<file path="config.mk">
export PLATFORM = sky130hd
export DESIGN_NAME = exp_decay_pulse_generator
export DESIGN_NICKNAME = d
export VERILOG_FILES = /design/src/rtl/core/edpg_pkg.sv /design/src/rtl/core/edpg_restart_match.sv /design/src/rtl/core/edpg_decay.sv /design/src/rtl/core/exp_decay_pulse_generator.sv
export SDC_FILE = /design/constraint.sdc
export NUM_CORES = 1
export LEC_CHECK = 0
export BUFFER_PORTS_ARGS = -buffer_cell sky130_fd_sc_hd__buf_4
export CAP_MARGIN = 20
export CORE_MARGIN = 3
export CORE_UTILIZATION = 45
export CTS_BUF_LIST = sky130_fd_sc_hd__clkbuf_2
export DETAILED_ROUTE_END_ITERATION = 8
export GPL_ROUTABILITY_DRIVEN = 1
export PLACE_DENSITY = 0.73
export SYNTH_ARGS = -nofsm -noshare
export SYNTH_HDL_FRONTEND = slang
export SYNTH_SLANG_ARGS = --single-unit
</file>
<file path="constraint.sdc">
create_clock -name clk -period 8.6 [get_ports clk]
set_clock_uncertainty 0.1 [all_clocks]
set_input_delay 1.72 -clock clk [delete_from_list [all_inputs] [get_ports clk]]
set_output_delay 1.72 -clock clk [all_outputs]
set_load 0.03 [all_outputs]
</file>
<file path="src/rtl/core/edpg_pkg.sv">
// ----------------------------------------------------------------------------
// edpg_pkg: shared types and constants for the decay pulse generator
// Register map, pulse modes, reset values and field widths.
// ----------------------------------------------------------------------------
`default_nettype none

package edpg_pkg;

  localparam int unsigned BUFFER_BINS_DEFAULT = 16384;

  localparam int unsigned NUM_RESTARTS = 5;
  localparam int unsigned RESTART_W    = 15;
  localparam int unsigned RATIO_W      = 16;
  localparam int unsigned LEVEL_W      = 17;
  localparam int unsigned SAMPLE_W     = 16;
  localparam int unsigned BIN_OUT_W    = 14;
  localparam int unsigned CFG_DATA_W   = 16;
  localparam int unsigned CFG_INDEX_W  = 3;

  localparam logic [LEVEL_W-1:0]   FULL_SCALE    = LEVEL_W'(32768);
  localparam logic [RESTART_W-1:0] RESTART_RESET = RESTART_W'(16384);
  localparam logic [RATIO_W-1:0]   RATIO_RESET   = RATIO_W'(65000);

  typedef enum logic [1:0] {
    MODE_SILENT = 2'd0,
    MODE_SINGLE = 2'd1,
    MODE_PAIR   = 2'd2,
    MODE_FULL   = 2'd3
  } pulse_mode_t;

  typedef enum logic [CFG_INDEX_W-1:0] {
    REG_PULSE_MODE  = 3'd0,
    REG_RESTART_A   = 3'd1,
    REG_RESTART_B   = 3'd2,
    REG_RESTART_C   = 3'd3,
    REG_RESTART_D   = 3'd4,
    REG_RESTART_E   = 3'd5,
    REG_DECAY_RATIO = 3'd6
  } cfg_reg_t;

  typedef logic [NUM_RESTARTS-1:0][RESTART_W-1:0] restart_bins_t;

endpackage

`default_nettype wire

</file>
<file path="src/rtl/core/edpg_restart_match.sv">
// ----------------------------------------------------------------------------
// edpg_restart_match: restart detection
// Flags bin 0 and every restart bin that the current mode enables.
// ----------------------------------------------------------------------------
`default_nettype none

module edpg_restart_match #(
  parameter int unsigned CNT_W = 14
) (
  input  wire logic [CNT_W-1:0]            bin,
  input  wire edpg_pkg::pulse_mode_t       mode,
  input  wire edpg_pkg::restart_bins_t     restart_bins,
  output logic                             restart
);
  import edpg_pkg::*;

  localparam int unsigned CMP_W = (CNT_W > RESTART_W) ? CNT_W : RESTART_W;

  logic [CMP_W-1:0]        bin_wide;
  logic [NUM_RESTARTS-1:0] hit;
  logic [NUM_RESTARTS-1:0] enable;

  assign bin_wide = CMP_W'(bin);

  always_comb begin
    for (int k = 0; k < NUM_RESTARTS; k++) begin
      hit[k] = (CMP_W'(restart_bins[k]) == bin_wide);
    end
  end

  always_comb begin
    unique case (mode)
      MODE_PAIR: enable = NUM_RESTARTS'(5'b00011);
      MODE_FULL: enable = NUM_RESTARTS'(5'b11111);
      default:   enable = '0;
    endcase
  end

  assign restart = (bin == '0) || ((hit & enable) != '0);

endmodule

`default_nettype wire

</file>
<file path="src/rtl/core/edpg_decay.sv">
// ----------------------------------------------------------------------------
// edpg_decay: level update
// Restarts the level at full scale or scales it by the Q0.16 decay ratio.
// ----------------------------------------------------------------------------
`default_nettype none

module edpg_decay (
  input  wire logic [edpg_pkg::LEVEL_W-1:0] level,
  input  wire logic [edpg_pkg::RATIO_W-1:0] ratio,
  input  wire logic                         restart,
  output logic      [edpg_pkg::LEVEL_W-1:0] level_next
);
  import edpg_pkg::*;

  logic [LEVEL_W+RATIO_W-1:0] product;

  assign product    = (LEVEL_W+RATIO_W)'(level) * (LEVEL_W+RATIO_W)'(ratio);
  assign level_next = restart ? FULL_SCALE : product[LEVEL_W+RATIO_W-1:RATIO_W];

endmodule

`default_nettype wire

</file>
<file path="src/rtl/core/exp_decay_pulse_generator.sv">
// ----------------------------------------------------------------------------
// exp_decay_pulse_generator: exponential decay pulse train source
// Emits one buffer bin per input beat: bin index, negated decaying level in
// Q1.15 (zero in silent mode) and an end-of-buffer flag.
//
// Input channel: in_valid/in_ready with rewind; rewind 1 makes the beat
// bin 0, rewind 0 takes the next bin. Output channel: out_valid/out_ready
// with bin_index, sample and end_of_buffer, one result beat per input beat.
// Configuration: cfg_we/cfg_index/cfg_data write a register; the user must
// make writes only while no beat is in flight, as the block does not enforce it.
// Timing: the registered result beat appears in the cycle after the input is taken.
// Throughput: one beat per cycle while the output is not stalled; the level loop
// is one 17x16 multiply between the level register and itself.
// Reset: mode 1, restart bins 16384, ratio 65000, counter and level 0,
// output register empty.
// Stall: while out_ready is low the result is held and in_ready drops
// only when the output register is full and not being drained.
// ----------------------------------------------------------------------------
`default_nettype none

module exp_decay_pulse_generator #(
  parameter int unsigned BUFFER_BINS = edpg_pkg::BUFFER_BINS_DEFAULT
) (
  input  wire logic                                clk,
  input  wire logic                                rst,
  input  wire logic                                cfg_we,
  input  wire logic [edpg_pkg::CFG_INDEX_W-1:0]    cfg_index,
  input  wire logic [edpg_pkg::CFG_DATA_W-1:0]     cfg_data,
  input  wire logic                                in_valid,
  output logic                                     in_ready,
  input  wire logic                                rewind,
  output logic                                     out_valid,
  input  wire logic                                out_ready,
  output logic      [edpg_pkg::BIN_OUT_W-1:0]      bin_index,
  output logic signed [edpg_pkg::SAMPLE_W-1:0]     sample,
  output logic                                     end_of_buffer
);
  import edpg_pkg::*;

  localparam int unsigned CNT_W = $clog2(BUFFER_BINS);
  localparam int unsigned OUT_W = (CNT_W > BIN_OUT_W) ? CNT_W : BIN_OUT_W;
  localparam logic [CNT_W-1:0] LAST_BIN = CNT_W'(BUFFER_BINS - 1);

  pulse_mode_t          pulse_mode;
  restart_bins_t        restart_bins;
  logic [RATIO_W-1:0]   decay_ratio;

  logic [CNT_W-1:0]     bin_counter;
  logic [LEVEL_W-1:0]   level_magnitude;

  logic [CNT_W-1:0]     bin;
  logic [OUT_W-1:0]     bin_wide;
  logic                 restart;
  logic [LEVEL_W-1:0]   level_next;
  logic [LEVEL_W-1:0]   level_neg;
  logic                 accept;

  // configuration registers
  always_ff @(posedge clk) begin
    if (rst) begin
      pulse_mode   <= MODE_SINGLE;
      restart_bins <= {NUM_RESTARTS{RESTART_RESET}};
      decay_ratio  <= RATIO_RESET;
    end else if (cfg_we) begin
      unique case (cfg_reg_t'(cfg_index))
        REG_PULSE_MODE:  pulse_mode      <= pulse_mode_t'(cfg_data[1:0]);
        REG_RESTART_A:   restart_bins[0] <= cfg_data[RESTART_W-1:0];
        REG_RESTART_B:   restart_bins[1] <= cfg_data[RESTART_W-1:0];
        REG_RESTART_C:   restart_bins[2] <= cfg_data[RESTART_W-1:0];
        REG_RESTART_D:   restart_bins[3] <= cfg_data[RESTART_W-1:0];
        REG_RESTART_E:   restart_bins[4] <= cfg_data[RESTART_W-1:0];
        REG_DECAY_RATIO: decay_ratio     <= cfg_data[RATIO_W-1:0];
        default: ;
      endcase
    end
  end

  assign in_ready = !out_valid || out_ready;
  assign accept   = in_valid && in_ready;
  assign bin      = rewind ? '0 : bin_counter;
  assign bin_wide = OUT_W'(bin);

  edpg_restart_match #(
    .CNT_W(CNT_W)
  ) u_match (
    .bin          (bin),
    .mode         (pulse_mode),
    .restart_bins (restart_bins),
    .restart      (restart)
  );

  edpg_decay u_decay (
    .level      (level_magnitude),
    .ratio      (decay_ratio),
    .restart    (restart),
    .level_next (level_next)
  );

  assign level_neg = LEVEL_W'(0) - level_next;

  // bin and level state
  always_ff @(posedge clk) begin
    if (rst) begin
      bin_counter     <= '0;
      level_magnitude <= '0;
    end else if (accept) begin
      bin_counter     <= (bin == LAST_BIN) ? '0 : bin + CNT_W'(1);
      level_magnitude <= level_next;
    end
  end

  // result register
  always_ff @(posedge clk) begin
    if (rst) begin
      out_valid <= 1'b0;
    end else if (accept) begin
      out_valid <= 1'b1;
    end else if (out_ready) begin
      out_valid <= 1'b0;
    end
  end

  always_ff @(posedge clk) begin
    if (accept) begin
      bin_index     <= bin_wide[BIN_OUT_W-1:0];
      sample        <= (pulse_mode == MODE_SILENT) ? '0 : level_neg[SAMPLE_W-1:0];
      end_of_buffer <= (bin == LAST_BIN);
    end
  end

endmodule

`default_nettype wire

</file>
==> Word level (Yosys, flattened, before mapping) <==
Cells that the tools add are included.
{ "totals": {"register_bits": 156, "input_bits": 25, "elab_cells": 53, "out_inout_bits": 33} }
{ "op_classes": {"reduce_logical": 16, "addsub": 2, "n_bitwise": 1, "n_eq_ne": 14, "n_mux": 6, "multipliers": 1} }
{ "ops": {"columns": ["op", "count"], "rows": [
  ["== test 15 x 14 -> 1 bit", 5],
  ["multiplier 17 x 16 -> 33 bit", 1],
  ["two-way mux 14 bit", 2],
  ["two-way mux 17 bit", 1],
  ["subtractor 1 x 16 -> 16 bit, first input constant", 1],
  ["adder 14 x 1 -> 14 bit, second input constant", 1],
  ["== test 14 bit, second input constant", 1],
  ["zero test 14 bit", 1],
  ["AND reduction 2 bit", 7],
  ["case mux 5 bit (2 select lines)", 1],
  ["== test 3 bit, second input constant", 3],
  ["== test 3 x 2 -> 1 bit, second input constant", 2],
  ["AND 5 bit", 1],
  ["nonzero test 5 bit", 1],
  ["== test 2 bit, second input constant", 2],
  ["== test 3 x 1 -> 1 bit, second input constant", 1],
  ["zero test 3 bit", 1],
  ["zero test 2 bit", 1],
  ["logical OR 1 bit", 2],
  ["two-way mux 1 bit", 2],
  ["nonzero test 2 bit", 1],
  ["logical AND 1 bit", 1],
  ["zero test 1 bit", 1]
]} }

==> Longest topological paths before layout <==
{ "depth": {"ltp_word": 7, "mapped_depth": 26, "ltp_nobuf": 24} }

==> Modules after synthesis <==
Synthesis repeated with hierarchy kept, for this count alone.
{ "hier_totals": {"hier_cells": 1902, "hier_area_um2": 16113.0} }
{ "modules_own_cells": {"columns": ["module", "seq_area_each_um2", "area_per_inst_um2", "instances", "cells_each"], "rows": [
  ["edpg_decay", 0.0, 9107.5, 1, 1076],
  ["exp_decay_pulse_generator", 3433.3, 6099.6, 1, 708],
  ["edpg_restart_match", 0.0, 905.9, 1, 118]
]} }

==> Worst setup path before layout <==
OpenSTA, ideal clock, no wires.
{ "synth_path": {"path_type": "reg2reg", "start": "register decay_ratio[7]", "end": "register sample[11] (netlist bit) (data pin)", "t_arrival_ns": 6.711, "setup_slack_ns": 1.518, "n_path_buf": 2, "stages_incl_launch_ff": 25, "setup_ns": 0.271, "t_required_ns": 8.229, "period_less_slack_ns": 7.082, "cell_sequence": "dfxtp_1 clkbuf_1 clkbuf_1 nand2_1 fa_1 inv_1 fa_1 inv_1 fa_1 inv_1 fa_1 fa_1 inv_1 fa_1 inv_1 ha_1 a21oi_1 o21ai_1 a221oi_2 a31oi_2 a2111oi_4 or4b_4 o31ai_1 xor2_1 nor2_1"} }
{ "synth_via": {"elab_chain_cells": 3} }
{ "synth_rtl": {"columns": ["item", "line_no", "text"], "rows": [
  ["start, declared", "exp_decay_pulse_generator.sv:46", "logic [RATIO_W-1:0] decay_ratio;"],
  ["start signal, assigned", "exp_decay_pulse_generator.sv:72", "REG_DECAY_RATIO: decay_ratio <= cfg_data[RATIO_W-1:0];"],
  ["multiplier 17 x 16 -> 33 bit", "edpg_decay.sv:17", "assign product = (LEVEL_W+RATIO_W)'(level) * (LEVEL_W+RATIO_W)'(ratio);"],
  ["two-way mux 17 bit", "edpg_decay.sv:18", "assign level_next = restart ? FULL_SCALE : product[LEVEL_W+RATIO_W-1:RATIO_W];"],
  ["subtractor 1 x 16 -> 16 bit", "exp_decay_pulse_generator.sv:99", "assign level_neg = LEVEL_W'(0) - level_next;"],
  ["end signal, assigned", "exp_decay_pulse_generator.sv:126", "sample <= (pulse_mode == MODE_SILENT) ? '0 : level_neg[SAMPLE_W-1:0];"],
  ["end, declared", "exp_decay_pulse_generator.sv:35", "output logic signed [edpg_pkg::SAMPLE_W-1:0] sample,"]
]} }
No other way between the ends.
A chain may end at the register's enable or synchronous reset.

==> Worst setup path after layout <==
{ "layout_path": {"start": "register level_magnitude[7]", "end": "register sample[11] (netlist bit) (data pin)"} }
{ "layout_via": {"elab_chain_cells": 3} }
{ "layout_rtl": {"columns": ["item", "line_no", "text"], "rows": [
  ["start, declared", "exp_decay_pulse_generator.sv:49", "logic [LEVEL_W-1:0] level_magnitude;"],
  ["start signal, assigned", "exp_decay_pulse_generator.sv:108", "level_magnitude <= level_next;"],
  ["multiplier 17 x 16 -> 33 bit", "edpg_decay.sv:17", null],
  ["two-way mux 17 bit", "edpg_decay.sv:18", null],
  ["subtractor 1 x 16 -> 16 bit", "exp_decay_pulse_generator.sv:99", null]
]} }
No other way between the ends.

==> results.yml <==
run_status:
  outcome: "completed"
finish:
  layout_commonest_cell: "nand2_1"
  drive_gt1_share_pct: 6.51
  synthToLayoutAreaGrowth_pct: 6.46
  instances_no_fill: 2428
  mostFrequentLayoutCells: "nand2_1, inv_1, fa_1"
  nets: 2289
logic_synthesis:
  avgSynthCellArea_sq_um: 8.37
  seq_area_frac_synth_pct: 21.0
  yosysTopAreaCellShare_pct: 25.3
  ys_top_cells_by_area: "fa_1, dfxtp_1, nand2_1"
  synth_warnings: 0
  ys_async_sr_fraction_pct: 0
  synth_edf_count: 31
  yosys.cell_types.count: 79
  ys_seq_elements: 156
  ys.flop_type: "dfxtp_1"
  synthesis.area_sq_um: 16400
  synth_area_leader_cell: "fa_1"
  syn_nets: 2293
  netlist_instances: 1956
power_and_ir_drop:
  p_sw_mw: 0.587
  p_total_mw: 1.71
  p_per_area_nw_per_um2: 98.4
  clkPwrFrac_pct: 28.7
  p_int_mw: 1.13
  pwr-share-seq_pct: 47.0
  leakagePower_nw: 7.70
  ir_drop_mv: 0.0977
  combinationalPowerShare_pct: 24.3
  p_sw_share_pct: 34.2
worst_setup_path:
  setup.worst_path.class: "flip-flop to flip-flop"
  critPathRequiredTime_ns: 9.04
  rrSetupSlack_ns: 0.51
  cp-start-kind: "flip-flop"
  arrival_ns: 8.53
  cp_cell_sequence: "nand2_1 -> fa_1 -> inv_1 -> fa_1 -> inv_1 -> fa_1 -> inv_1 -> fa_1 -> fa_1 -> inv_1 -> fa_1 -> inv_1 -> ha_1 -> a21oi_1 -> o21ai_0 -> a211oi_1 -> a21oi_1 -> o211ai_1 -> inv_1 -> or4b_4 -> o31ai_1 -> xor2_1 -> nor2_1"
  cp_max_fo: 17
  cp-end-kind: "flip-flop"
  worst_path_largest_cell_delay_ns: 0.93
  slowest_stage: "dfxtp_1"
timing:
  rsz0062_at_grt: "no"
  holdWs_ns: 0.387
  slew_headroom_pct: 25.7
  finalMaxSlewViolations: 0
  fin_setup_tns_ns: 0
  tightest_slew_ns: 1.11
  clock.fmax_mhz: 124
  report.final.setup_viol: 0
  hold_violations: 0
  fin_ws_ns: 0.514
  period_needed_ns: 8.09
  fin_crit_sh_pct: 94.0
clocking:
  cts_buffer_depth: 2
  cts_tree: "done"
  root_buffer: "clkbuf_2"
  clkTransAtPathRegs_ns: 0.27
  post_cts_resize_count: 0
  insertion_delay_ns: 0.81
  cts_hold_buf: 0
  postCtsSetupBuffers: 0
  cts_sinks: 156
  cts_buffers: 17
  htreeDepth: 4
global_route:
  antenna_found_initial: 1
  grt_usage_pct: 24.7
  grt_max_degree: 104
  overflow: 0
  grt_pass1_wl_mm: 75.2
  grt_pass1_vias: 13800
placement:
  gp_congestion: 0.967
  portBuffers: 57
  dp_slack_ns: 0.752
  placed_cells: 2392
  dpl.hpwl_mm: 35.3
drt:
  drt_iter0_drc: 1260
  wirelength_mm: 46.7
  wl_per_cell_microns: 19.2
  viasPerCell: 5.72
  vias: 13900
  drt_first_pass_iters: 6
  drc: 0
  ant_nets: 0
floorplan:
  die_area_sq_um: 38700
  core_area_sq_um: 35700
  die_height_microns: 197
  initial_utilization_pct: 45.8
  die_w_microns: 197
  boundaryPins: 58
  num_rows: 69
flow_run:
  maxCapViolCount: 0
min_path:
  hp-class: "flip-flop to flip-flop"
## critical path, delay by kind of cell, from the launching register on
family	cells	cell delay, ns
buffers and inverters	6	0.39
AO/OA/AOI/OAI	6	2.04
AND/OR/NAND/NOR	3	0.79
flip-flops	1	0.93
adder cells (fa/ha/maj)	7	3.35
XOR/XNOR	1	0.20
## final cells by class
| class | instances | area [sq um] |
|---|---|---|
| sequential | 156 | 3430 |
| fill | 3396 | 18300 |
| antenna | 2 | 5.00 |
| inverter | 271 | 1020 |
| clock inverter | 12 | 186 |
| timing repair buffer | 75 | 563 |
| clock buffer | 20 | 100 |
| tap | 461 | 577 |
| multi-input combinational | 1431 | 11500 |
## final timing paths
kind | startpoint | depth (start not counted) | to
setup / recovery | level_magnitude[7] | 23 | sample[11]
hold / removal | restart_bins[52] | 2 | restart_bins[52]
setup reg to reg | level_magnitude[7] | 23 | sample[11]
hold reg to reg | restart_bins[52] | 2 | restart_bins[52]
## layer usage
layer	up-vias	GRT usage, %	share of wire, %
met5	-	0	0
met1	6863	36.0	44
met4	0	7.87	2.7
li1	6312	-	-
met3	98	4.65	9.0
met2	610	37.4	44
## logic make-up (layout without fill, tap and decap cells)
family | after synthesis | in the layout | synth area share (%)
adders and majority gates | 312 | 312 | 33.3
DFF | 156 | 156 | 21.0
buffers and inverters | 369 | 378 | 8.55
xor gates and xnor gates | 43 | 43 | 2.30
and+or+nand+nor | 764 | 764 | 22.5
muxes | 2 | 2 | 0.122
other | 0 | 2 | 0
AOI/OAI and AO/OA | 310 | 310 | 12.2
## through the flow
stage / utilization, % / area [sq um]
2_1_floorplan: - / 16400
3_3_place_gp: 47.9 / 17100
3_5_place_dp: 47.9 / 17100
4_1_cts: 48.7 / 17400
5_1_grt: 48.7 / 17400
6_report: 48.8 / 17400
## sequential cells by signal, indices dropped and copies added (netlist names)
| register | cells |
|---|---|
| bin_index | 14 |
| decay_ratio | 16 |
| sample | 16 |
| end_of_buffer | 1 |
| out_valid | 1 |
| restart_bins | 75 |
| level_magnitude | 17 |
| bin_counter | 14 |
| pulse_mode | 2 |
## cells in the mapped netlist (all sizes together) (11+ instances only)
master and count:
clkbuf 90, and2 125, o21ai 44, nor2 59, a31oi 18, nand2b 23, a21oi 141, nand2 402
nand4 15, ha 105, edfxtp 31, nand3 31, nor3 21, and3 11, nand3b 19, dfxtp 125
xnor2 32, xor2 11, a22oi 11, o32ai 11, fa 207, inv 271, nor2b 19, a211oi 11
## power by group through the flow
stage | clock network (mW) | logic (mW) | registers [mW]
after floorplan | 0 | 0.271 | 0.823
after CTS | 0.497 | 0.413 | 0.804
final | 0.492 | 0.417 | 0.805
after global routing | 0.527 | 0.459 | 0.809
after global placement | 0 | 0.404 | 0.817
after detailed placement | 0 | 0.410 | 0.818
Power figures use the tool's default switching activity.
